===== src/hw/rtl/assert_macros.svh =====
// Assertion macros shared by the clipper RTL.
// Depends on nothing; include by bare file name.
`ifndef ASSERT_MACROS_SVH
`define ASSERT_MACROS_SVH
// implication checked every clock, off during reset
`define ASSERT_IMP(label, clk, rst, ante, cons, msg) \
  label: assert property (@(posedge clk) disable iff (rst) (ante) |-> (cons)) \
    else $error(msg);
// next-cycle implication
`define ASSERT_NXT(label, clk, rst, ante, cons, msg) \
  label: assert property (@(posedge clk) disable iff (rst) (ante) |=> (cons)) \
    else $error(msg);
`endif


===== src/hw/rtl/mslc_pkg.sv =====
// Package for the midpoint subdivision line clipper: codes, types.
// Depends on nothing.
package mslc_pkg;
  localparam int unsigned CODE_TOP    = 3;
  localparam int unsigned CODE_BOTTOM = 2;
  localparam int unsigned CODE_RIGHT  = 1;
  localparam int unsigned CODE_LEFT   = 0;

  localparam logic [1:0] REG_LEFT   = 2'd0;
  localparam logic [1:0] REG_BOTTOM = 2'd1;
  localparam logic [1:0] REG_RIGHT  = 2'd2;
  localparam logic [1:0] REG_TOP    = 2'd3;

  // class of a segment decided at the front end
  typedef enum logic [1:0] {
    CLS_ACCEPT = 2'd0,
    CLS_REJECT = 2'd1,
    CLS_SEARCH = 2'd2
  } seg_class_t;

  typedef enum logic [2:0] {
    ST_IDLE  = 3'd0,
    ST_LOAD1 = 3'd1,
    ST_RUN   = 3'd2,
    ST_DONE1 = 3'd3,
    ST_RUN2  = 3'd4,
    ST_DONE2 = 3'd5,
    ST_OUT   = 3'd6
  } bis_state_t;
endpackage


===== src/hw/rtl/mslc_out.sv =====
// Output stage: zero the point fields of invisible results.
// Depends on mslc_pkg.
module mslc_out import mslc_pkg::*; #(
  parameter int W = 12
) (
  input  logic           vis,
  input  logic [4*W-1:0] pts,
  output logic [4*W-1:0] pts_out
);
  assign pts_out = vis ? pts : '0;
endmodule


===== config.mk =====
export PLATFORM = sky130hd
export DESIGN_NAME = mslc_out
export DESIGN_NICKNAME = d
export VERILOG_FILES = /design/src/hw/rtl/assert_macros.svh /design/src/hw/rtl/mslc_pkg.sv /design/src/hw/rtl/mslc_out.sv
export SDC_FILE = /design/constraint.sdc
export NUM_CORES = 1
export LEC_CHECK = 0
export ABC_CLOCK_PERIOD_IN_PS = 1300
export BUFFER_PORTS_ARGS = -buffer_cell sky130_fd_sc_hd__buf_2
export CAP_MARGIN = 20
export CORE_MARGIN = 2
export CORE_UTILIZATION = 24
export DETAILED_ROUTE_END_ITERATION = 16
export PLACE_DENSITY = 0.91
export SLEW_MARGIN = 40
export SYNTH_ARGS = -nofsm -noshare
export SYNTH_HDL_FRONTEND = slang
export SYNTH_SLANG_ARGS = --single-unit

===== constraint.sdc =====
create_clock -name vclk -period 1.3
set_input_delay 0.195 -clock vclk [all_inputs]
set_output_delay 0.195 -clock vclk [all_outputs]
set_load 0.01 [all_outputs]

Yosys cells after proc, flatten, opt, wreduce, memory -nomap -nowiden

Cells that the tools add are included.

Register bits: 0
Bits of input ports: 49
Output and inout port bits: 48
Logic and storage cells: 1

Multiplexer cells: 1

Operator list:

| kind              | count |
|---|---|
| 48-bit 2-to-1 mux | 1 |

Depth between registers and ports, before layout

Word-level depth: 1
Mapped depth: 3
Gate-level depth less buffers: 1

Worst setup path after synthesis

No wires, ideal clock.

Kind: input to output
Start: in vis
End: out pts_out[28]
Arrival time: 0.598 ns
Required time: 1.105 ns
Slack: 0.507 ns
Stages: 3
Buffers on the path: 2
Cell sequence: buf_6 -> buf_6 -> and2_2

Word-level cells in the longest chain between the ends: 1

Ends and longest elaborated chain:

| element           | RTL line       | text |
|---|---|---|
| start, declared   | mslc_out.sv:6  | `input logic vis,` |
| 48-bit 2-to-1 mux | mslc_out.sv:10 | `assign pts_out = vis ? pts : '0;` |
| end, declared     | mslc_out.sv:8  | `output logic [4*W-1:0] pts_out` |

Every way passes these cells.

Worst setup path in the final report

Ends and elaborated chain as after synthesis.

==> run_results.csv <==
group,metric,value,unit
run_status,status,"complete, no violations",
flow_run,drv_cap,0,
grt,grt_max_degree,49,
route,drt_iter0_markers,1,
grt,antenna_found_initial,0,
floorplan,die-area,0.00187,mm²
pwr,switching_share,43.3,%
hold_path,hp-start,"pts[26]",
route,ant_nets,0,
worst_setup_path,crit_path_max_fanout,48,
pwr,seqPwrFrac,0,%
floorplan,die_h,43.3,µm
worst_setup_path,slowest_stage,"buf_2",
route,vias_per_cell,4.12,
hold_path,hold_path_class,"primary input to primary output",
worst_setup_path,cp-end-kind,"primary output",
route,wl_per_cell,9.78,µm
yosys,synth.distinct_cells,4,
clocking,post_cts_resized,0,
finish,syn_to_final_growth,125,%
finish,n_clock_buffer,0,
floorplan,die_w,43.3,µm
finish,nNetsFinal,196,
floorplan,coreArea,0.00147,mm²
yosys,syn-cell-area,370,µm²
finish,final_area,832,µm²
finish,drive_gt1_share,81.4,%
route,drc,0,
worst_setup_path,crit_type,"primary input to primary output",
pwr,p_leak,0.564,nW
timing,period_needed,1.17,ns
timing,tightest_slew,0.496,ns
timing,post-route-period-util,89.9,%
pwr,peakVddDrop,121,µV
worst_setup_path,required,1.11,ns
pwr,combPwrFrac,100.0,%
timing,slew_viol_final,0,
grt,grt.overflow.total,0,
yosys,ys.warnings.count,0,
yosys,syn_avg_cell_area,6.99,µm²
worst_setup_path,cp_data_arrival_time,0.97,ns
timing,finalSetupTns,0,ns
timing,fmax,0.856,GHz
finish,utilization,56.5,%
route,via_count,664,
timing,fin_hold_ws,0.679,ns
floorplan,io_pins,97,
timing,setup_viol,0,
hold_path,min_to,"pts_out[26]",
worst_setup_path,critPathLaunch,"vis",
yosys,synthCells,53,
route,first_pass_iters,2,
worst_setup_path,max_stage_delay,0.40,ns
pwr,power_density,306,mW/mm²
grt,grt.total_usage,14.9,%
pwr,internal_power,0.000145,W
placement,io_buffers,97,
finish,ff_latch_area,0,µm²
pwr,p_switching,0.000110,W
hold_path,holdPathStages,3,
timing,hold_viol,0,
timing,rsz0062_at_grt,"false",
worst_setup_path,cp-start-kind,"primary input",
finish,antenna-diode-count,0,
floorplan,fp-row-count,14,
pwr,clkPwrFrac,0,%
placement,place.gp.congestion,0.840,
clocking,postCtsSetupBuffers,0,
timing,slew_headroom,66.9,%
worst_setup_path,cp_cell_sequence,"buf_2, and2_2, buf_2",
grt,grt_pass1_wl,2.26,mm
finish,seq_cells,0,
floorplan,initial_core_util,25.2,%
placement,placed_area,832,µm²
clocking,hold_buffers,0,
yosys,synth_nets,102,
route,wirelength,1.57,mm
grt,grt_pass1_vias,514,
worst_setup_path,path_common_cell,"buf_2",
yosys,yosysSeqAreaShare,0,%
[layout by cell type (no fill, tap or decap)]
cell    instances
and2_1         27
buf_2          97
and2_2         21
[critical path: cells and delay by family]
kind          cells  cell delay [ns]
simple gates      1             0.24
buf+inv           2             0.53
[worst max-delay path by stage]
stage / end / slack, ns / cells past startpoint
5_1_grt: pts_out[28] / 0.008 / 3
4_1_cts: pts_out[28] / 0.12 / 3
2_1_floorplan: pts_out[28] / 0.51 / 3
3_5_place_dp: pts_out[28] / 0.12 / 3
6_report: pts_out[28] / 0.13 / 3
3_3_place_gp: pts_out[16] / 0.19 / 3
[synth_stat cells]
| master | n | area share [%] |
|---|---|---|
| buf_6 | 3 | 9.1 |
| and2_1 | 27 | 46 |
| clkbuf_2 | 2 | 2.7 |
| and2_2 | 21 | 43 |
[power groups by stage]
stage	registers [W]	clock network (W)	logic, W
after floorplan	0	0	0.000127
after global placement	0	0	0.000250
after detailed placement	0	0	0.000258
after CTS	0	0	0.000258
after global routing	0	0	0.000279
final	0	0	0.000255
[cells by family (layout without fill, tap and decap cells)]
logic type,count (synthesis),in the layout,share of synthesized area [%]
AND/OR/NAND/NOR,48,48,88.2
buffers and inverters,5,97,11.8
[layer usage]
metal	wire [µm]	share of wire, %	global-route usage, %	up-vias
met2	858	55	30.7	51
met1	496	32	16.2	274
met5	0	0	0	-
met3	219	14	2.55	0
met4	0	0	0	0
li1	-	-	-	339
[layout make-up]
| cell class | instances | area, µm² |
|---|---|---|
| multi-input combinational | 48 | 327 |
| timing repair buffer | 97 | 485 |
| fill | 136 | 639 |
| tap | 16 | 20.0 |
[per-stage QoR]
stage                     total power [W]  setup slack (ns)  std cells
after floorplan                  0.000127             0.507         53
after global placement           0.000250             0.187        161
after detailed placement         0.000258             0.119        161
after CTS                        0.000258             0.120        161
after global routing             0.000279           0.00762        161
final                            0.000255             0.131        161
Power figures use the tool's default switching activity.
