`src/hw/rtl/assert_macros.svh`:
```
// Assertion macros shared by the clipper RTL.
// Depends on nothing; include by bare file name.
`ifndef ASSERT_MACROS_SVH
`define ASSERT_MACROS_SVH
// implication checked every clock, off during reset
`define ASSERT_IMP(label, clk, rst, ante, cons, msg) \
  label: assert property (@(posedge clk) disable iff (rst) (ante) |-> (cons)) \
    else $error(msg);
// next-cycle implication
`define ASSERT_NXT(label, clk, rst, ante, cons, msg) \
  label: assert property (@(posedge clk) disable iff (rst) (ante) |=> (cons)) \
    else $error(msg);
`endif

```
`src/hw/rtl/mslc_pkg.sv`:
```
// Package for the midpoint subdivision line clipper: codes, types.
// Depends on nothing.
package mslc_pkg;
  localparam int unsigned CODE_TOP    = 3;
  localparam int unsigned CODE_BOTTOM = 2;
  localparam int unsigned CODE_RIGHT  = 1;
  localparam int unsigned CODE_LEFT   = 0;

  localparam logic [1:0] REG_LEFT   = 2'd0;
  localparam logic [1:0] REG_BOTTOM = 2'd1;
  localparam logic [1:0] REG_RIGHT  = 2'd2;
  localparam logic [1:0] REG_TOP    = 2'd3;

  // class of a segment decided at the front end
  typedef enum logic [1:0] {
    CLS_ACCEPT = 2'd0,
    CLS_REJECT = 2'd1,
    CLS_SEARCH = 2'd2
  } seg_class_t;

  typedef enum logic [2:0] {
    ST_IDLE  = 3'd0,
    ST_LOAD1 = 3'd1,
    ST_RUN   = 3'd2,
    ST_DONE1 = 3'd3,
    ST_RUN2  = 3'd4,
    ST_DONE2 = 3'd5,
    ST_OUT   = 3'd6
  } bis_state_t;
endpackage

```
`src/hw/rtl/mslc_front.sv`:
```
// Front end: accept segment, compute outcodes, classify, push queue entry.
// Depends on mslc_pkg.
module mslc_front import mslc_pkg::*; #(
  parameter int W = 12
) (
  input  logic                clk,
  input  logic                rst,
  input  logic                in_valid,
  output logic                in_ready,
  input  logic signed [W-1:0] sx, sy, ex, ey,
  input  logic signed [W-1:0] wl, wb, wr, wt,
  output logic                q_valid,
  input  logic                q_ready,
  output seg_class_t          q_cls,
  output logic [4*W-1:0]      q_pts
);
  logic [3:0] cs, ce;
  function automatic logic [3:0] oc(input logic signed [W-1:0] x, y,
                                    input logic signed [W-1:0] l, b, r, t);
    logic [3:0] c;
    c = '0;
    c[CODE_TOP] = y > t;
    c[CODE_BOTTOM] = y < b;
    c[CODE_RIGHT] = x > r;
    c[CODE_LEFT] = x < l;
    return c;
  endfunction
  assign cs = oc(sx, sy, wl, wb, wr, wt);
  assign ce = oc(ex, ey, wl, wb, wr, wt);
  assign in_ready = !q_valid || q_ready;
  always_ff @(posedge clk) begin
    if (rst) begin
      q_valid <= 1'b0;
    end else if (in_ready) begin
      q_valid <= in_valid;
    end
  end
  always_ff @(posedge clk) begin
    if (in_ready && in_valid) begin
      q_pts <= {sx, sy, ex, ey};
      if (cs == 4'd0 && ce == 4'd0) q_cls <= CLS_ACCEPT;
      else if ((cs & ce) != 4'd0)   q_cls <= CLS_REJECT;
      else                          q_cls <= CLS_SEARCH;
    end
  end
endmodule

```
`config.mk`:
```
export PLATFORM = sky130hd
export DESIGN_NAME = mslc_front
export DESIGN_NICKNAME = d
export VERILOG_FILES = /design/src/hw/rtl/assert_macros.svh /design/src/hw/rtl/mslc_pkg.sv /design/src/hw/rtl/mslc_front.sv
export SDC_FILE = /design/constraint.sdc
export NUM_CORES = 1
export LEC_CHECK = 0
export BUFFER_PORTS_ARGS = -buffer_cell sky130_fd_sc_hd__buf_2
export CORE_ASPECT_RATIO = 0.75
export CORE_MARGIN = 2
export CORE_UTILIZATION = 45
export CTS_CLUSTER_DIAMETER = 80
export DETAILED_ROUTE_END_ITERATION = 12
export GPL_ROUTABILITY_DRIVEN = 0
export GPL_TIMING_DRIVEN = 0
export PLACE_DENSITY = 0.78
export RECOVER_POWER = 25
export SYNTH_ARGS = -nofsm -noshare
export SYNTH_HDL_FRONTEND = slang
export SYNTH_SLANG_ARGS = --single-unit
```
`constraint.sdc`:
```
create_clock -name clk -period 2 [get_ports clk]
set_clock_uncertainty 0.15 [all_clocks]
set_input_delay 0.1 -clock clk [delete_from_list [all_inputs] [get_ports clk]]
set_output_delay 0.1 -clock clk [all_outputs]
set_load 0.01 [all_outputs]
```
* Word level (Yosys, flattened, before mapping)
Index checks and enable logic that the tools add are counted. W data, S select, Z words.
Word-level totals: register bits after elaboration 51, RAM bits 0, memory bits (read-only) 0, memories kept 0, bits of input ports 100, bits in latches 0, logic and storage cells 20
Cells by class: $add $sub $neg 0, equal/unequal tests 0, bitwise gates (word level) 1, divide/modulo/power cells 0, magnitude comparators 8, $mul 0, shifts and indexed selects 0, multiplexer cells 1, reduce and logical (&&, ||, !) cells 7
Operator list (count):
- $gt A12 B12 Y1 | 4
- $lt A12 B12 Y1 | 4
- $logic_not A4 Y1 | 2
- $and A4 B4 Y4 | 1
- $reduce_bool A4 Y1 | 1
- $logic_and A1 B1 Y1 | 2
- $mux W2 | 1
- $logic_not A1 Y1 | 1
- $logic_or A1 B1 Y1 | 1

* Longest topological paths before layout
depth after elaboration 4, mapped depth 9

* Worst setup path after synthesis
No wires, ideal clock.
kind register to register, start register q_valid, end register q_cls[0] (enable), arrival 1712 ps, path slack -275 ps, cell stages (with the launch flop) 3, setup time 413 ps, data required time 1437 ps, cell sequence dfxtp_1 > nand2b_1 > and2_1
On the way: word-level cells in the longest chain between the ends 3
Ends and longest elaborated chain:
- from (decl) | RTL line mslc_front.sv:12 | output logic q_valid,
- from (signal assigned) | RTL line mslc_front.sv:35 | q_valid <= in_valid;
- $logic_not A1 Y1 | RTL line mslc_front.sv:30 | assign in_ready = !q_valid || q_ready;
- $logic_or A1 B1 Y1 | RTL line mslc_front.sv:30
- via in_ready | RTL line mslc_front.sv:9 | output logic in_ready,
- $logic_and A1 B1 Y1 | RTL line mslc_front.sv:39 | if (in_ready && in_valid) begin
- to (signal assigned) | RTL line mslc_front.sv:41 | if (cs == 4'd0 && ce == 4'd0) q_cls <= CLS_ACCEPT;
- to (signal assigned) | RTL line mslc_front.sv:42 | else if ((cs & ce) != 4'd0) q_cls <= CLS_REJECT;
- to (signal assigned) | RTL line mslc_front.sv:43 | else q_cls <= CLS_SEARCH;
- to (decl) | RTL line mslc_front.sv:14 | output seg_class_t q_cls,
The timed path passes the listed nets, and every way through them passes these cells. A chain may end at the register's enable or synchronous reset.

* Final worst setup path
start input port wr[11], end register q_cls[1] (data pin)
On the way: word-level cells in the longest chain between the ends 4
Ends and longest elaborated chain:
- from (decl) | RTL line mslc_front.sv:11 | input logic signed [W-1:0] wl, wb, wr, wt,
- $gt A12 B12 Y1 | RTL line mslc_front.sv:24 | c[CODE_RIGHT] = x > r;
- $and A4 B4 Y4 | RTL line mslc_front.sv:42
- $reduce_bool A4 Y1 | RTL line mslc_front.sv:42
- $mux W2 | RTL line mslc_front.sv:42
Parallel ways exist; a longest one is shown, timed or not.

==> impl_metrics.tcl <==
set metrics [dict create \
    worstSetupPathType "primary input to flip-flop" \
    fmax_mhz 499 \
    place_ws_ns -0.448 \
    vias_per_cell 5.33 \
    yosysMostFrequentCell "ha_1" \
    seqCellArea_um2 1520 \
    worst_pin_slew_ns 0.718 \
    synth-main-ff-cell "edfxtp_1" \
    rsz0062_at_grt "yes" \
    post_cts_buffers 0 \
    dieHeight_um 83.4 \
    synth_edf_count 50 \
    die-area_um2 9170 \
    p_int_mw 2.01 \
    status "finished with violations" \
    synth_top_area_frac 0.397 \
    cts_root_buf "clkbuf_8" \
    drt-total-wl_um 11000 \
    synth_nets 538 \
    final.fill_count 653 \
    setup_ws_ns -0.00542 \
    synth.distinct_cells 36 \
    grt_max_degree 51 \
    insertion_delay_ns 0.30 \
    grt_usage 0.239 \
    maxCapViolCount 0 \
    ir_worst_vdd_mv 0.349 \
    start_kind "primary input" \
    synth_area_per_cell_um2 10.9 \
    clk_pin_slew_ns 0.10 \
    gr-total-overflow 0 \
    htreeDepth 2 \
    synth_top_cell_by_area "edfxtp_1" \
    drive_gt1_frac 0.271 \
    end_kind "flip-flop" \
    n_antenna_cell 0 \
    synth_area_leaders "edfxtp_1 (40%), ha_1 (30%), inv_1 (5.8%), a21oi_1 (3.8%), nand4_1 (2.1%)" \
    nets 746 \
    grt_pass1_wl_um 17300 \
    row_count 28 \
    async_reset_ff_frac 0 \
    grt_pass1_vias 3605 \
    placement.io_buffers 151 \
    cts_sinks 51 \
    switching_share 0.285 \
    dpl_cell_area_um2 4690 \
    crit_fanout 3 \
    arrival_ns 2.01 \
    hp-class "primary input to flip-flop" \
    violations "negative setup slack" \
    initial_core_util 0.472 \
    drtIter0Drc 156 \
    synthTopCellsByCount "ha_1 (92), inv_1 (58), edfxtp_1 (50)" \
    drt_first_pass_iters 4 \
    drv_slew 0 \
    ant_nets 0 \
    die_width_um 110 \
    wl_per_cell_um 16.7 \
    relSlewSlack 0.521 \
    dr_total_vias 3510 \
    fin_util 0.671 \
    cts_tree "done" \
    crit_required_ns 2.00 \
    clk_path_buf_depth 2 \
    core-area_um2 8020 \
    fin_area_um2 5380 \
    pwr-share-clk 0.252 \
    leakage_nw 2.58 \
    pin_count 152 \
    synth-seq-cells 51 \
    numCtsBuffers 5 \
    syn_area_um2 3790 \
    post-route-period-util 1.00 \
    seq_area_frac_synth 0.402 \
    antenna_found_initial 0 \
    final.min_clock_period_ns 2.01 \
    drc 0 \
    synth_warnings 0 \
    p_switching_mw 0.802 \
    pwr-share-comb 0.299 \
    power_frac_seq 0.449 \
    synthCells 346 \
    dpl.hpwl_um 8370 \
    multi_input_area_um2 2170 \
    p_per_area_nw_per_um2 523 \
    finalSetupViolCount 1 \
    area_growth_pct 42.2 \
    hold_viol 0 \
]
worst max-delay path, cell delays in order:
cell and delay [ns]:
buf_2 0.10, inv_2 0.05, ha_4 0.26, nand4_1 0.19
or3_4 0.46, or2_4 0.25, o211a_1 0.14, a32oi_2 0.18
o221ai_2 0.12, a31oi_1 0.15
area by class of cell:
cell class                      count  area share
Timing Repair Buffer              201       0.228
Sequential cell                    51       0.283
Clock buffer                        6      0.0135
Tap cell                          105      0.0244
Inverter                           58      0.0418
Multi-Input combinational cell    237       0.404
Clock inverter                      1     0.00558
sequential cells by signal (all words and copies together), names as in the netlist:
name,flops
q_valid,1
q_cls,2
q_pts,48
layout by cell type (no fill, tap or decap), drive strengths merged, types with 6 or more instances in the layout:
cell type and n:
buf 118, ha 92, inv 58, dlygate4sd3 50, edfxtp 50, clkbuf 39
a21oi 29, nand4 13, nand2 12, nand3 11, a21o 10, nor2 7
o211ai 7, o21ai 7, nor3 6
routing by layer:
layer,vias up,routed length [um],track usage
met1,1638,5020,0.323
met2,141,5010,0.381
met4,0,189,0.0713
met3,18,760,0.0526
met5,-,0,0
li1,1713,-,-
path summary, 6_finish.rpt:
check,from,to,slack [ns],depth (start not counted)
max reg2reg,q_valid,q_pts[11],0.41,2
min,in_valid,q_pts[0],0.32,2
min reg2reg,q_valid,q_pts[0],0.87,2
max,wr[11],q_cls[1],-0.005,10
logic make-up (layout without fill, tap and decap cells):
family / after synthesis / after routing / share of synthesized area
adder cells (fa/ha/maj): 92 / 92 / 0.304
AO/OA/AOI/OAI: 76 / 76 / 0.133
AND/OR/NAND/NOR: 65 / 65 / 0.0915
buffers and inverters: 58 / 266 / 0.0575
flip-flops: 51 / 51 / 0.402
multiplexers: 4 / 4 / 0.0119
power by group through the flow:
stage                     sequential, mW  combinational, mW  clock [mW]
after floorplan                     1.33              0.366           0
after global placement              1.29              0.682           0
after detailed placement            1.29              0.716           0
after CTS                           1.27              0.806       0.729
after global routing                1.27              0.934       0.764
final                               1.27              0.841       0.710
stage by stage:
stage               total power [mW]  setup TNS, ns  instances  hold WS [ns]
finish                          2.82       -0.00542        659         0.318
global route                    2.97         -0.147        659         0.363
CTS                             2.80              0        659         0.362
global placement                1.97         -0.710        602         0.105
detailed placement              2.01         -0.811        602         0.112
floorplan                       1.69        -0.0902        346        0.0191
repair_timing:
| item | 4_1_cts | 5_1_grt |
|---|---|---|
| resized for setup | 10 | 16 |
| hold endpoints to repair | 49 | 0 |
| hold buffers | 50 | 0 |
| pin swaps | 2 | 10 |
| endpoints found under the setup margin | 2 | 52 |
Note: power is estimated with default switching activity, not from simulation.
