### config.mk
export PLATFORM = sky130hd
export DESIGN_NAME = mslc_back
export DESIGN_NICKNAME = d
export VERILOG_FILES = /design/src/hw/rtl/mslc_pkg.sv /design/src/hw/rtl/mslc_back.sv
export VERILOG_INCLUDE_DIRS = /design/src /design/src/hw/rtl
export SDC_FILE = /design/constraint.sdc
export NUM_CORES = 1
export LEC_CHECK = 0
export BUFFER_PORTS_ARGS = -buffer_cell sky130_fd_sc_hd__buf_2
export CAP_MARGIN = 20
export CORE_MARGIN = 1.5
export CORE_UTILIZATION = 35
export CTS_BUF_LIST = sky130_fd_sc_hd__clkbuf_8
export DETAILED_ROUTE_END_ITERATION = 8
export GPL_TIMING_DRIVEN = 0
export SYNTH_ARGS = -nofsm -noshare
export SYNTH_HDL_FRONTEND = slang
export SYNTH_SLANG_ARGS = --single-unit
### constraint.sdc
create_clock -name clk -period 6.4 [get_ports clk]
set_input_delay 0.96 -clock clk [delete_from_list [all_inputs] [get_ports clk]]
set_output_delay 0.96 -clock clk [all_outputs]
set_load 0.005 [all_outputs]
### src/hw/rtl/assert_macros.svh
// Assertion macros shared by the clipper RTL.
// Depends on nothing; include by bare file name.
`ifndef ASSERT_MACROS_SVH
`define ASSERT_MACROS_SVH
// implication checked every clock, off during reset
`define ASSERT_IMP(label, clk, rst, ante, cons, msg) \
  label: assert property (@(posedge clk) disable iff (rst) (ante) |-> (cons)) \
    else $error(msg);
// next-cycle implication
`define ASSERT_NXT(label, clk, rst, ante, cons, msg) \
  label: assert property (@(posedge clk) disable iff (rst) (ante) |=> (cons)) \
    else $error(msg);
`endif

### src/hw/rtl/mslc_pkg.sv
// Package for the midpoint subdivision line clipper: codes, types.
// Depends on nothing.
package mslc_pkg;
  localparam int unsigned CODE_TOP    = 3;
  localparam int unsigned CODE_BOTTOM = 2;
  localparam int unsigned CODE_RIGHT  = 1;
  localparam int unsigned CODE_LEFT   = 0;

  localparam logic [1:0] REG_LEFT   = 2'd0;
  localparam logic [1:0] REG_BOTTOM = 2'd1;
  localparam logic [1:0] REG_RIGHT  = 2'd2;
  localparam logic [1:0] REG_TOP    = 2'd3;

  // class of a segment decided at the front end
  typedef enum logic [1:0] {
    CLS_ACCEPT = 2'd0,
    CLS_REJECT = 2'd1,
    CLS_SEARCH = 2'd2
  } seg_class_t;

  typedef enum logic [2:0] {
    ST_IDLE  = 3'd0,
    ST_LOAD1 = 3'd1,
    ST_RUN   = 3'd2,
    ST_DONE1 = 3'd3,
    ST_RUN2  = 3'd4,
    ST_DONE2 = 3'd5,
    ST_OUT   = 3'd6
  } bis_state_t;
endpackage

### src/hw/rtl/mslc_back.sv
// Back end: bounded bisection search, one midpoint per cycle, output register.
// Depends on mslc_pkg and assert_macros.svh.
`include "assert_macros.svh"
module mslc_back import mslc_pkg::*; #(
  parameter int W = 12
) (
  input  logic                clk,
  input  logic                rst,
  input  logic                q_valid,
  output logic                q_ready,
  input  seg_class_t          q_cls,
  input  logic [4*W-1:0]      q_pts,
  input  logic signed [W-1:0] wl, wb, wr, wt,
  output logic                o_valid,
  input  logic                o_ready,
  output logic                o_vis,
  output logic [4*W-1:0]      o_pts
);
  localparam int SB = $clog2(W + 3);
  localparam logic [SB-1:0] LAST = SB'(W + 2);

  bis_state_t state, state_next;
  logic signed [W-1:0] ax, ay, bx, by, qx, qy, cpx, cpy;
  logic [SB-1:0] step;
  logic found;

  function automatic logic [3:0] oc(input logic signed [W-1:0] x, y,
                                    input logic signed [W-1:0] l, b, r, t);
    logic [3:0] c;
    c = '0;
    c[CODE_TOP] = y > t;
    c[CODE_BOTTOM] = y < b;
    c[CODE_RIGHT] = x > r;
    c[CODE_LEFT] = x < l;
    return c;
  endfunction

  logic [3:0] ca, cb, cm;
  logic signed [W:0] dx, dy, sxm, sym;
  logic signed [W-1:0] mx, my;
  logic adj, run;
  assign ca = oc(ax, ay, wl, wb, wr, wt);
  assign cb = oc(bx, by, wl, wb, wr, wt);
  assign dx = {ax[W-1], ax} - {bx[W-1], bx};
  assign dy = {ay[W-1], ay} - {by[W-1], by};
  assign adj = dx >= -1 && dx <= 1 && dy >= -1 && dy <= 1;
  // arithmetic shift of the widened sum floors toward minus infinity
  assign sxm = {ax[W-1], ax} + {bx[W-1], bx};
  assign sym = {ay[W-1], ay} + {by[W-1], by};
  assign mx = sxm[W:1];
  assign my = sym[W:1];
  assign cm = oc(mx, my, wl, wb, wr, wt);
  assign run = state == ST_RUN || state == ST_RUN2;

  always_comb begin
    state_next = state;
    q_ready = 1'b0;
    unique case (state)
      ST_IDLE: begin
        q_ready = 1'b1;
        if (q_valid) state_next = (q_cls == CLS_SEARCH) ? ST_RUN : ST_OUT;
      end
      ST_RUN, ST_RUN2: begin
        if (ca == 4'd0 || (ca & cb) != 4'd0 || adj || step == LAST)
          state_next = (state == ST_RUN) ? ST_DONE1 : ST_DONE2;
      end
      ST_DONE1: state_next = found ? ST_RUN2 : ST_OUT;
      ST_DONE2: state_next = ST_OUT;
      ST_OUT:   if (o_ready) state_next = ST_IDLE;
      default:  state_next = ST_IDLE;
    endcase
  end

  always_ff @(posedge clk) begin
    if (rst) state <= ST_IDLE;
    else     state <= state_next;
  end

  // finish rule applied to the held pair when a search ends
  logic fin_ok;
  logic signed [W-1:0] fin_x, fin_y;
  always_comb begin
    fin_ok = 1'b0;
    fin_x = ax;
    fin_y = ay;
    if (ca == 4'd0) fin_ok = 1'b1;
    else if ((ca & cb) == 4'd0 && adj && cb == 4'd0) begin
      fin_ok = 1'b1;
      fin_x = bx;
      fin_y = by;
    end
  end

  // start result held separately across the second search
  logic signed [W-1:0] rsx, rsy;

  always_ff @(posedge clk) begin
    if (rst) begin
      found <= 1'b0;
      step <= '0;
    end else begin
      unique case (state)
        ST_IDLE: if (q_valid) begin
          qx <= q_pts[2*W-1:W];
          qy <= q_pts[W-1:0];
          ax <= q_pts[4*W-1:3*W];
          ay <= q_pts[3*W-1:2*W];
          bx <= q_pts[2*W-1:W];
          by <= q_pts[W-1:0];
          step <= '0;
          found <= q_cls == CLS_ACCEPT;
          o_pts <= q_pts;
        end
        ST_RUN, ST_RUN2: begin
          if (state_next == state) begin
            step <= step + 1'b1;
            if (cm == 4'd0 || (ca & cm) == 4'd0) begin
              bx <= mx; by <= my;
            end else begin
              ax <= mx; ay <= my;
            end
          end else begin
            found <= fin_ok;
            cpx <= fin_x;
            cpy <= fin_y;
          end
        end
        ST_DONE1: begin
          // search end point toward clipped start
          ax <= qx; ay <= qy; bx <= cpx; by <= cpy;
          step <= '0;
        end
        ST_DONE2: o_pts <= {rsx, rsy, cpx, cpy};
        default: ;
      endcase
    end
  end

  always_ff @(posedge clk) begin
    if (state == ST_DONE1) begin
      rsx <= cpx;
      rsy <= cpy;
    end
  end

  assign o_valid = state == ST_OUT;
  assign o_vis = found;

  `ASSERT_IMP(a_out_hold, clk, rst, o_valid && !o_ready, state_next == ST_OUT, "out dropped")
  `ASSERT_IMP(a_step_bound, clk, rst, run, step <= LAST, "step overrun")
  `ASSERT_NXT(a_out_stable, clk, rst, o_valid && !o_ready, o_valid && $stable(o_pts), "out moved")
  `ASSERT_IMP(a_ready_idle, clk, rst, q_ready, state == ST_IDLE, "ready outside idle")
endmodule

======== Word level (Yosys, flattened, before mapping) ========
Index checks and enable logic that the tools add are counted.
operators by class
  muxes and demuxes ....................... 38
  bitwise gates (word level) .............. 4
  magnitude comparators ................... 16
  reduce and logical (&&, ||, !) cells .... 28
  add/subtract/negate cells ............... 5
  equal/unequal tests ..................... 13
operators with widths
  operator                                                                              count
  12-bit 2-to-1 mux                                                                     16
  12-bit case mux with 3 select lines                                                   4
  48-bit case mux with 2 select lines                                                   1
  12-bit > comparator                                                                   6
  12-bit less-than comparator                                                           6
  48-bit 2-to-1 mux                                                                     1
  12-bit by 12-bit adder with 13-bit output                                             2
  13-bit by 1-bit greater-or-equal comparator with 1-bit output, second input constant  2
  13-bit by 2-bit less-or-equal comparator with 1-bit output, second input constant     2
  12-bit by 12-bit subtractor with 13-bit output                                        2
  4-bit logical NOT                                                                     5
  3-bit 2-to-1 mux                                                                      5
  3-bit case mux with 5 select lines                                                    1
  3-bit AND reduction                                                                   5
  4-bit case mux with 3 select lines                                                    1
  2-bit != test, second input constant                                                  5
  5-bit AND reduction                                                                   2
  3-bit == test, second input constant                                                  3
  4-bit bitwise AND                                                                     2
  4-bit 2-to-1 mux                                                                      2
  3-bit by 2-bit == test with 1-bit output, second input constant                       2
  1-bit logical AND                                                                     5
  1-bit 2-to-1 mux                                                                      5
  4-bit by 1-bit adder with 4-bit output, second input constant                         1
  13 further kinds                                                                      18
word-level totals
  word-level logic and storage cells ...... 118
  output and inout port bits .............. 51
  register bits ........................... 176

======== Depth between registers and ports, before layout ========
Gate-level depths: netlist of run 1.
  depth in word-level cells ............... 12
  mapped depth ............................ 21
  depth with buffers taken out ............ 20

======== Worst setup path after synthesis of run 1 ========
No wires, ideal clock.
  path type ............................... input -> register
  start ................................... input wt[6]
  end ..................................... register ax[0] (enable)
  arrival time ............................ 5.045 ns
  setup slack ............................. 0.913 ns
  data required time ...................... 5.958 ns
  cell stages on the path ................. 12
  library setup time ...................... 0.442 ns
  cell sequence ........................... inv_1 ha_1 a21o_1 a2111oi_0 nor2_1 o41ai_1 mux2i_1 a211oi_1 nand3b_1 or3_1 a21oi_1 a21boi_0
between the ends
  cells in the longest elaborated chain, start to end .. 11
  elaborated cells between the ends (all ways) .. 19
ends and longest elaborated chain
  what                                line              text
  from (decl)                         mslc_back.sv:13   input logic signed [W-1:0] wl, wb, wr, wt,
  12-bit > comparator                 mslc_back.sv:31   c[CODE_TOP] = y > t;
  4-bit bitwise AND                   mslc_back.sv:64   if (ca == 4'd0 || (ca & cb) != 4'd0 || adj || step == LAST)
  4-bit nonzero test                  mslc_back.sv:64
  1-bit logical OR (3 in a row)       mslc_back.sv:64
  3-bit 2-to-1 mux                    mslc_back.sv:64
  3-bit case mux with 5 select lines  mslc_back.sv:58   unique case (state)
  3-bit == test                       mslc_back.sv:115  if (state_next == state) begin
  2-bit != test (no line)             --
  5-bit AND reduction (no line) (*)   --
  to (signal assigned)                mslc_back.sv:106  ax <= q_pts[4*W-1:3*W];
  to (signal assigned)                mslc_back.sv:120  ax <= mx; ay <= my;
  to (signal assigned)                mslc_back.sv:130  ax <= qx; ay <= qy; bx <= cpx; by <= cpy;
  to (decl)                           mslc_back.sv:23   logic signed [W-1:0] ax, ay, bx, by, qx, qy, cpx, cpy;
Every way passes the cells marked *; elsewhere a longest branch is shown, timed or not.
A chain may end at the register's enable or synchronous reset.

======== Final worst setup path of run 1 ========
  start ................................... register by[1]
  end ..................................... register bx[0] (enable)
between the ends
  cells in the longest elaborated chain, start to end .. 11
  elaborated cells between the ends (all ways) .. 25
ends and longest elaborated chain
  what                                                                                                line                              text
  from (decl)                                                                                         mslc_back.sv:23
  from (signal assigned)                                                                              mslc_back.sv:109                  by <= q_pts[W-1:0];
  from (signal assigned)                                                                              mslc_back.sv:118                  bx <= mx; by <= my;
  from (signal assigned)                                                                              mslc_back.sv:130
  12-bit by 12-bit subtractor with 13-bit output (tied with other cells)                              mslc_back.sv:45                   assign dy = {ay[W-1], ay} - {by[W-1], by};
  13-bit by 1-bit greater-or-equal comparator with 1-bit output or 4-bit bitwise AND (tied branches)  mslc_back.sv:46, mslc_back.sv:64
  1-bit logical AND or 4-bit nonzero test (tied branches)                                             mslc_back.sv:46, mslc_back.sv:64
  1-bit logical AND or 1-bit logical OR (tied branches)                                               mslc_back.sv:46, mslc_back.sv:64
  1-bit logical OR (2 in a row)                                                                       mslc_back.sv:64
  3-bit 2-to-1 mux                                                                                    mslc_back.sv:64
  3-bit case mux with 5 select lines                                                                  mslc_back.sv:58
  3-bit == test                                                                                       mslc_back.sv:115
  2-bit != test (no line)                                                                             --
  5-bit AND reduction (no line) (*)                                                                   --
  to (signal assigned)                                                                                mslc_back.sv:108                  bx <= q_pts[2*W-1:W];
  to (signal assigned)                                                                                mslc_back.sv:118
  to (signal assigned)                                                                                mslc_back.sv:130
  to (decl)                                                                                           mslc_back.sv:23
Marks and branches as above.

==> results.txt, run 1 <==
post-CTS setup repair buffer count -> 0
crit-path max FO -> 15
share of the clock period used by the worst path after layout -> 0.9028
Detail Route met2 WL -> 21390 um
ys async rst share -> 0
Leakage -> 6.645 nW
setup repair after global routing missed its margin -> no
Initial Utilization -> 0.3555
clock transition time at the flip-flop clock pins of the worst setup and hold paths -> 0.11 ns
maximum clock frequency -> 173.1 MHz
post-cts sizing count -> 0
pins over their slew limit -> 0
mean instance size in the synthesized netlist -> 9.648 um^2
count of endpoints failing hold in the final timing report -> 0
number of warning messages in the yosys log -> 0
top layer reached by signal wires -> met4
count of fill cells added during filler insertion -> 3819
share of final-layout standard cells stronger than drive strength 1 -> 0.1678
Detailed Place HPWL -> 38030 um
sequential cell area fraction in the yosys report -> 0.3788
Min Clock Period, post-route -> 5.778 ns
Critical-path top delay cell -> sky130_fd_sc_hd__o21a_1
wire length the detailed router placed on met1 -> 20240 um
final setup vio count -> 0
Chip Height -> 201.1 um
number of instances in the synthesized netlist -> 1424
Yosys reg bits -> 176
later-pin clock latency in the skew report -> 0.49 ns
outcome -> finished, final reports clean
stage delay of the slowest cell on the critical path -> 0.61 ns
Routability Congestion -> 0.9549
number of levels the H-tree was split into -> 4
WP data arrival -> 5.97 ns
largest buffer count on any clock path -> 2
number of antenna violations at the first check in global routing -> 0
Root Driver -> sky130_fd_sc_hd__clkbuf_8
top-level port count -> 153
core outline area -> 38650 um^2
clock tree from TritonCTS -> done
number of enable-type register cells in the synthesized netlist -> 168
Cell variety after synth -> 82
Synthesized Nets -> 1718
global router's overall resource usage -> 0.2287
maximum number of pins on one net before global-route repair -> 19
count of max-cap constraint violations -> 0
total clock buffers created by CTS -> 17
DRC violation total after the first TritonRoute iteration -> 1175
final setup skew -> 0.01818 ns
most common flop cell mapped by yosys -> sky130_fd_sc_hd__edfxtp_1
P per Cell Area -> 348.4 nW/um^2
Net count, final -> 1902
via count -> 12130
highest ir drop seen on vdd -> 0.0001874 V
global-route congestion overflow total -> 0
Setup TNS Final -> 0 ns
port bufs -> 152
average detailed-routed wire length per instance -> 21.86 um
Worst Hold Class -> reg2reg
Max transition margin -> 0.2159
CTS Hold Bufs -> 0
Crit Path Category -> reg2reg
series of cell instances along the critical path -> inv_1 -> ha_1 -> nand2b_1 -> a21oi_1 -> o21ba_2 -> o21bai_1 -> a21oi_1 -> o21ai_0 -> nand3b_1 -> xnor2_1 -> inv_1 -> ha_1 -> and3_1 -> nand3_1 -> o31ai_1 -> o21ai_0 -> and3_1 -> a2111oi_1 -> buf_2 -> o21a_1 -> buf_16
Antenna Violating Nets Remaining -> 0
data required time at the worst endpoint -> 6.59 ns
vias in the first global route -> 11780
worst-margin pin slew -> 1.164 ns
Setup crit start kind -> flop
endpoint kind of the worst setup timing path -> flop
area growth from synthesis to final layout -> 14.70%
number of standard-cell rows in the floorplan -> 72
clk sink count -> 176
total detailed-routing wirelength -> 46750 um
flop-to-flop setup slack -> 0.62 ns
Final Hold Slack -> 0.4617 ns
first-pass GRT wire length -> 70430 um
Antenna diodes -> 0
number of detailed-route iterations in the first pass -> 5
width of the chip -> 201.1 um
floorplan die area -> 40450 um^2
met3 wirelength from detailed routing -> 3501 um
area of the mapped netlist -> 13740 um^2
DRC Markers -> 0
Via density -> 5.670
-- sequential cells by signal, summed over array words and instances (netlist names) --
signal / cells
o_vis: 1
rsx: 12
by: 12
cpx: 12
ax: 12
cpy: 12
o_pts: 48
qx: 12
step: 4
rsy: 12
state: 3
ay: 12
bx: 12
qy: 12
-- synth_stat cells, drive strengths merged, types with 5 or more instances --
cell type  count  share of area
or3           10         0.0046
clkbuf        31         0.0085
xor2           9         0.0057
nor3b         12         0.0066
nand4         20         0.0091
a21oi        118          0.043
a22oi          5         0.0037
edfxtp       168           0.37
mux2          39          0.032
nor4           8         0.0036
inv          133          0.036
nand3         21         0.0076
nor3          26         0.0095
a211oi        17         0.0097
o211ai        19          0.010
ha           188           0.17
nand2         94          0.026
a221o          5         0.0036
dfxtp          8          0.012
o2111ai        6         0.0038
nand2b        27          0.012
buf           25          0.010
a31oi          8         0.0036
nor2          85          0.023
o21ai        114          0.043
o211a          5         0.0036
nor2b         24          0.011
a21o          19          0.010
o21bai         7         0.0038
xnor2         21          0.013
and3          15         0.0068
o22ai         30          0.014
o21a          14         0.0076
or4            6         0.0038
nand3b         8         0.0046
a221oi         7         0.0045
-- final timing paths --
check | end | startpoint | cells after the start
worst max-delay path | bx[0] | by[1] | 21
worst min-delay path | rsx[4] | cpx[4] | 0
worst max register to register | bx[0] | by[1] | 21
worst min register to register | rsx[4] | cpx[4] | 0
-- power breakdown --
| part | switching (mW) | internal (mW) |
|---|---|---|
| clock network | 0.467 | 0.320 |
| registers | 0.183 | 1.50 |
| logic | 1.87 | 1.16 |
-- cells in the final DEF, fill, tap and decap left out, drive strengths merged, types with 30 or more instances in the layout --
cell type  count
a21oi        118
mux2          39
clkbuf        48
inv          139
buf          190
o21ai        114
edfxtp       168
o22ai         30
ha           188
nor2          85
nand2         94
-- kinds of logic after synthesis --
kind of cell             after synthesis  share of synthesized area
AO/OA/AOI/OAI                        420                     0.1956
AND/OR/NAND/NOR                      374                     0.1396
adder cells (fa/ha/maj)              192                     0.1770
buffers and inverters                189                    0.05491
flip-flops                           176                     0.3788
multiplexers                          43                    0.03488
XOR/XNOR                              30                    0.01912
-- routing by layer --
layer,GRT usage,up-vias
li1,-,5680
met1,0.3105,5816
met2,0.3674,534
met3,0.03855,99
met4,0.07975,0
met5,0,-
-- through the flow --
| step | worst slack [ns] | cell area, um^2 | utilization | total power, mW | std cells |
|---|---|---|---|---|---|
| 2_1_floorplan | 0.9126 | 13740 | - | 3.664 | 1424 |
| 3_3_place_gp | -1.492 | 15150 | 0.3920 | 4.544 | 2094 |
| 3_5_place_dp | 0.7577 | 15360 | 0.3976 | 4.654 | 2106 |
| 4_1_cts | 0.7025 | 15750 | 0.4076 | 5.441 | 2138 |
| 5_1_grt | 0.3194 | 15760 | 0.4078 | 5.867 | 2139 |
| 6_report | 0.6220 | 15760 | 0.4078 | 5.490 | 2139 |
-- area by class of cell --
class	count	area, um^2	area share
sequential	176	5205	0.3303
timing repair buffer	165	957.2	0.06074
clock inverter	15	152.6	0.009686
clock buffer	17	234.0	0.01485
inverter	133	499.2	0.03168
tap	518	648.1	0.04113
multi-input combinational	1059	7807	0.4954
buffer	56	255.2	0.01620
-- critical path, delay by kind of cell, from the launching register on --
family / cells / cell delay (ns)
compound gates: 9 / 2.12
xor+xnor: 1 / 0.51
fa+ha+maj: 2 / 0.64
buf+inv: 4 / 0.84
flops: 1 / 0.59
simple gates: 5 / 0.76
Note: power is estimated with default switching activity, not from simulation.
==> inputs of run 2 (changes only) <==
--- a/config.mk
+++ b/config.mk
@@ -6,13 +6,14 @@
 export SDC_FILE = /design/constraint.sdc
 export NUM_CORES = 1
 export LEC_CHECK = 0
-export BUFFER_PORTS_ARGS = -buffer_cell sky130_fd_sc_hd__buf_2
+export BUFFER_PORTS_ARGS = -buffer_cell sky130_fd_sc_hd__buf_4
 export CAP_MARGIN = 20
 export CORE_MARGIN = 1.5
 export CORE_UTILIZATION = 35
 export CTS_BUF_LIST = sky130_fd_sc_hd__clkbuf_8
 export DETAILED_ROUTE_END_ITERATION = 8
 export GPL_TIMING_DRIVEN = 0
+export HOLD_SLACK_MARGIN = 0.02
 export SYNTH_ARGS = -nofsm -noshare
 export SYNTH_HDL_FRONTEND = slang
 export SYNTH_SLANG_ARGS = --single-unit
==> run 2 against run 1 <==
  * Register-to-register slack barely moved
  * Combinational power grew 2%
  * Count of clock-buffer cells in the layout grew 1
==> results.txt, run 2 (synthesized netlist as in run 1, its figures left out) <==
global-route congestion overflow total -> 0 (unchanged)
endpoint kind of the worst setup timing path -> flop
clk sink count -> 176 (unchanged)
highest ir drop seen on vdd -> 0.0001894 V (+1.1%)
number of antenna violations at the first check in global routing -> 0 (unchanged)
final cell utilization of the core -> 0.4193 (+0.01149)
share of total power in sequential cells -> 0.297 (-0.009)
largest buffer count on any clock path -> 2 (unchanged)
pins over their slew limit -> 0 (unchanged)
WP data arrival -> 5.96 ns (about the same)
Setup crit start kind -> flop
DRC Markers -> 0 (unchanged)
series of cell instances along the critical path -> ha_1 -> buf_2 -> nand2b_1 -> a21oi_1 -> o21bai_1 -> a21oi_1 -> o21ai_0 -> a21oi_1 -> o311a_1 -> nor2_1 -> xnor2_1 -> inv_1 -> ha_1 -> and3_1 -> nand3_1 -> o31ai_1 -> o21ai_0 -> and3_1 -> a2111oi_1 -> buf_2 -> o21a_1 -> buf_16
Root Driver -> sky130_fd_sc_hd__clkbuf_8
wire length the detailed router placed on met1 -> 20260 um (+0.10%)
global router's overall resource usage -> 0.2260 (-0.002748)
number of detailed-route iterations in the first pass -> 6 (+1)
most frequent cells in the layout -> sky130_fd_sc_hd__ha_1 (188), sky130_fd_sc_hd__edfxtp_1 (168), sky130_fd_sc_hd__buf_4 (154)
share of final-layout standard cells stronger than drive strength 1 -> 0.1689 (+0.001130)
internal power consumption -> 3.127 mW (+5.1%)
total detailed-routing wirelength -> 46370 um (-0.82%)
Initial Utilization -> 0.3555 (unchanged)
average detailed-routed wire length per instance -> 21.67 um (-0.86%)
CP bufs+invs -> 4 (unchanged)
Critical-path top delay cell -> sky130_fd_sc_hd__o21a_1
Chip Height -> 201.1 um (unchanged)
P_sw -> 2.511 mW (-0.19%)
share of the clock period used by the worst path after layout -> 0.9016 (-0.001245)
most common cell after layout, fill and taps aside -> sky130_fd_sc_hd__ha_1
maximum clock frequency -> 173.3 MHz (+0.14%)
total clock buffers created by CTS -> 17 (unchanged)
Final Hold Slack -> 0.4626 ns (+0.0009110 ns)
Routability Congestion -> 0.9558 (about the same)
post-CTS setup repair buffer count -> 0 (unchanged)
max reg flops -> 48 (unchanged)
reg-to-reg critical path startpoint -> ay[2]
DRC violation total after the first TritonRoute iteration -> 1190 (+1.3%)
final setup vio count -> 0 (unchanged)
area growth from synthesis to final layout -> 17.93%
count of fill cells added during filler insertion -> 3781 (-1.0%)
P per Cell Area -> 347.9 nW/um^2 (-0.13%)
width of the chip -> 201.1 um (unchanged)
placed cells -> 2107 (+0.047%)
worst-margin pin slew -> 1.101 ns (-0.06237 ns)
count of max-cap constraint violations -> 0 (unchanged)
Detailed Place HPWL -> 37650 um (-0.98%)
outcome -> finished, final reports clean
Comb pwr share -> 0.544 (-0.006)
Antenna Violating Nets Remaining -> 0 (unchanged)
register with the highest flop count -> o_pts
post-cts sizing count -> 0 (unchanged)
launch instance of the worst min-delay path -> cpx[3]
Crit Path Category -> reg2reg
number of standard-cell rows in the floorplan -> 72 (unchanged)
vias in the first global route -> 11620 (-1.4%)
post-route worst setup slack -> 0.6299 ns (+0.007966 ns)
via count -> 12150 (+0.21%)
core outline area -> 38650 um^2 (unchanged)
final setup skew -> 0.02251 ns (+0.004329 ns)
worst slack at placement -> 0.7152 ns (-0.04253 ns)
Detail Route met2 WL -> 21300 um (-0.42%)
data required time at the worst endpoint -> 6.59 ns (about the same)
port bufs -> 152 (unchanged)
proportion of power drawn by the clock network -> 0.159 (+0.016)
first-pass GRT wire length -> 69530 um (-1.3%)
area of combinational cells with multiple inputs -> 7807 um^2 (unchanged)
top-level port count -> 153 (unchanged)
Worst path most repeated cell -> sky130_fd_sc_hd__a21oi_1
maximum number of pins on one net before global-route repair -> 19 (unchanged)
crit path from -> ay[2]
Sequential Area -> 5205 um^2 (unchanged)
Via density -> 5.679 (+0.16%)
Antenna diodes -> 0 (unchanged)
Max transition margin -> 0.2657 (+0.04978)
setup repair after global routing missed its margin -> no
top layer reached by signal wires -> met4
total power of the final layout -> 5.637 mW (+2.7%)
CTS Hold Bufs -> 0 (unchanged)
clock tree from TritonCTS -> done
Leakage -> 6.808 nW (+2.4%)
Worst Hold Class -> reg2reg
met3 wirelength from detailed routing -> 3609 um (+3.1%)
count of endpoints failing hold in the final timing report -> 0 (unchanged)
number of standard cells in the final layout excluding fillers -> 2140 (+0.047%)
switching portion of total power -> 0.4454 (-0.01285)
later-pin clock latency in the skew report -> 0.50 ns (about the same)
stage delay of the slowest cell on the critical path -> 0.62 ns (about the same)
clock transition time at the flip-flop clock pins of the worst setup and hold paths -> 0.11 ns (about the same)
Min Clock Period, post-route -> 5.770 ns (-0.007966 ns)
Largest delay share family, worst path -> compound AO/OA/AOI/OAI gates
crit-path max FO -> 14 (-1)
number of levels the H-tree was split into -> 4 (unchanged)
Net count, final -> 1903 (+0.053%)
floorplan die area -> 40450 um^2 (unchanged)
-- run 2: cell count changes in the layout (fill, tap and decap cells not counted), sizes merged --
cell,before,now
inv,139,138
clkinv,4,1
buf,190,191
clkbuf,48,49
bufinv,1,4
-- run 2: power groups by stage --
stage	registers [mW]	clock network (mW)	logic (mW)
6_report	1.68	0.895	3.07
5_1_grt	1.69	0.945	3.39
4_1_cts	1.68	0.902	3.02
3_5_place_dp	1.70	0	3.00
3_3_place_gp	1.72	0	2.86
2_1_floorplan	1.62	0	2.04
-- run 2: cell type report --
| class | instances | share of cell area |
|---|---|---|
| multi-input combinational | 1059 | 0.4819 |
| sequential | 176 | 0.3212 |
| timing repair buffer | 166 | 0.08255 |
| tap | 518 | 0.04000 |
| inverter | 133 | 0.03081 |
| buffer | 56 | 0.01575 |
| clock buffer | 18 | 0.01529 |
| clock inverter | 14 | 0.01251 |
-- run 2: routing by layer --
layer  vias to the layer above  track usage
li1                       5688            -
met1                      5820       0.3130
met2                       574       0.3647
met3                        72      0.03369
met4                         0      0.06606
met5                         -            0
-- run 2: final timing paths --
path / end / slack [ns] / cells after the start
worst min-delay path: rsx[3] / 0.46 / 0
worst max register to register: bx[1] / 0.63 / 22
worst min register to register: rsx[3] / 0.46 / 0
worst max-delay path: bx[1] / 0.63 / 22
-- run 2: stage by stage --
stage | area, um^2 | TNS, ns
after floorplan | 13740 | 0
after global placement | 15530 | -141.29
after detailed placement | 15750 | 0
after CTS | 16200 | 0
after global routing | 16200 | 0
final | 16200 | 0
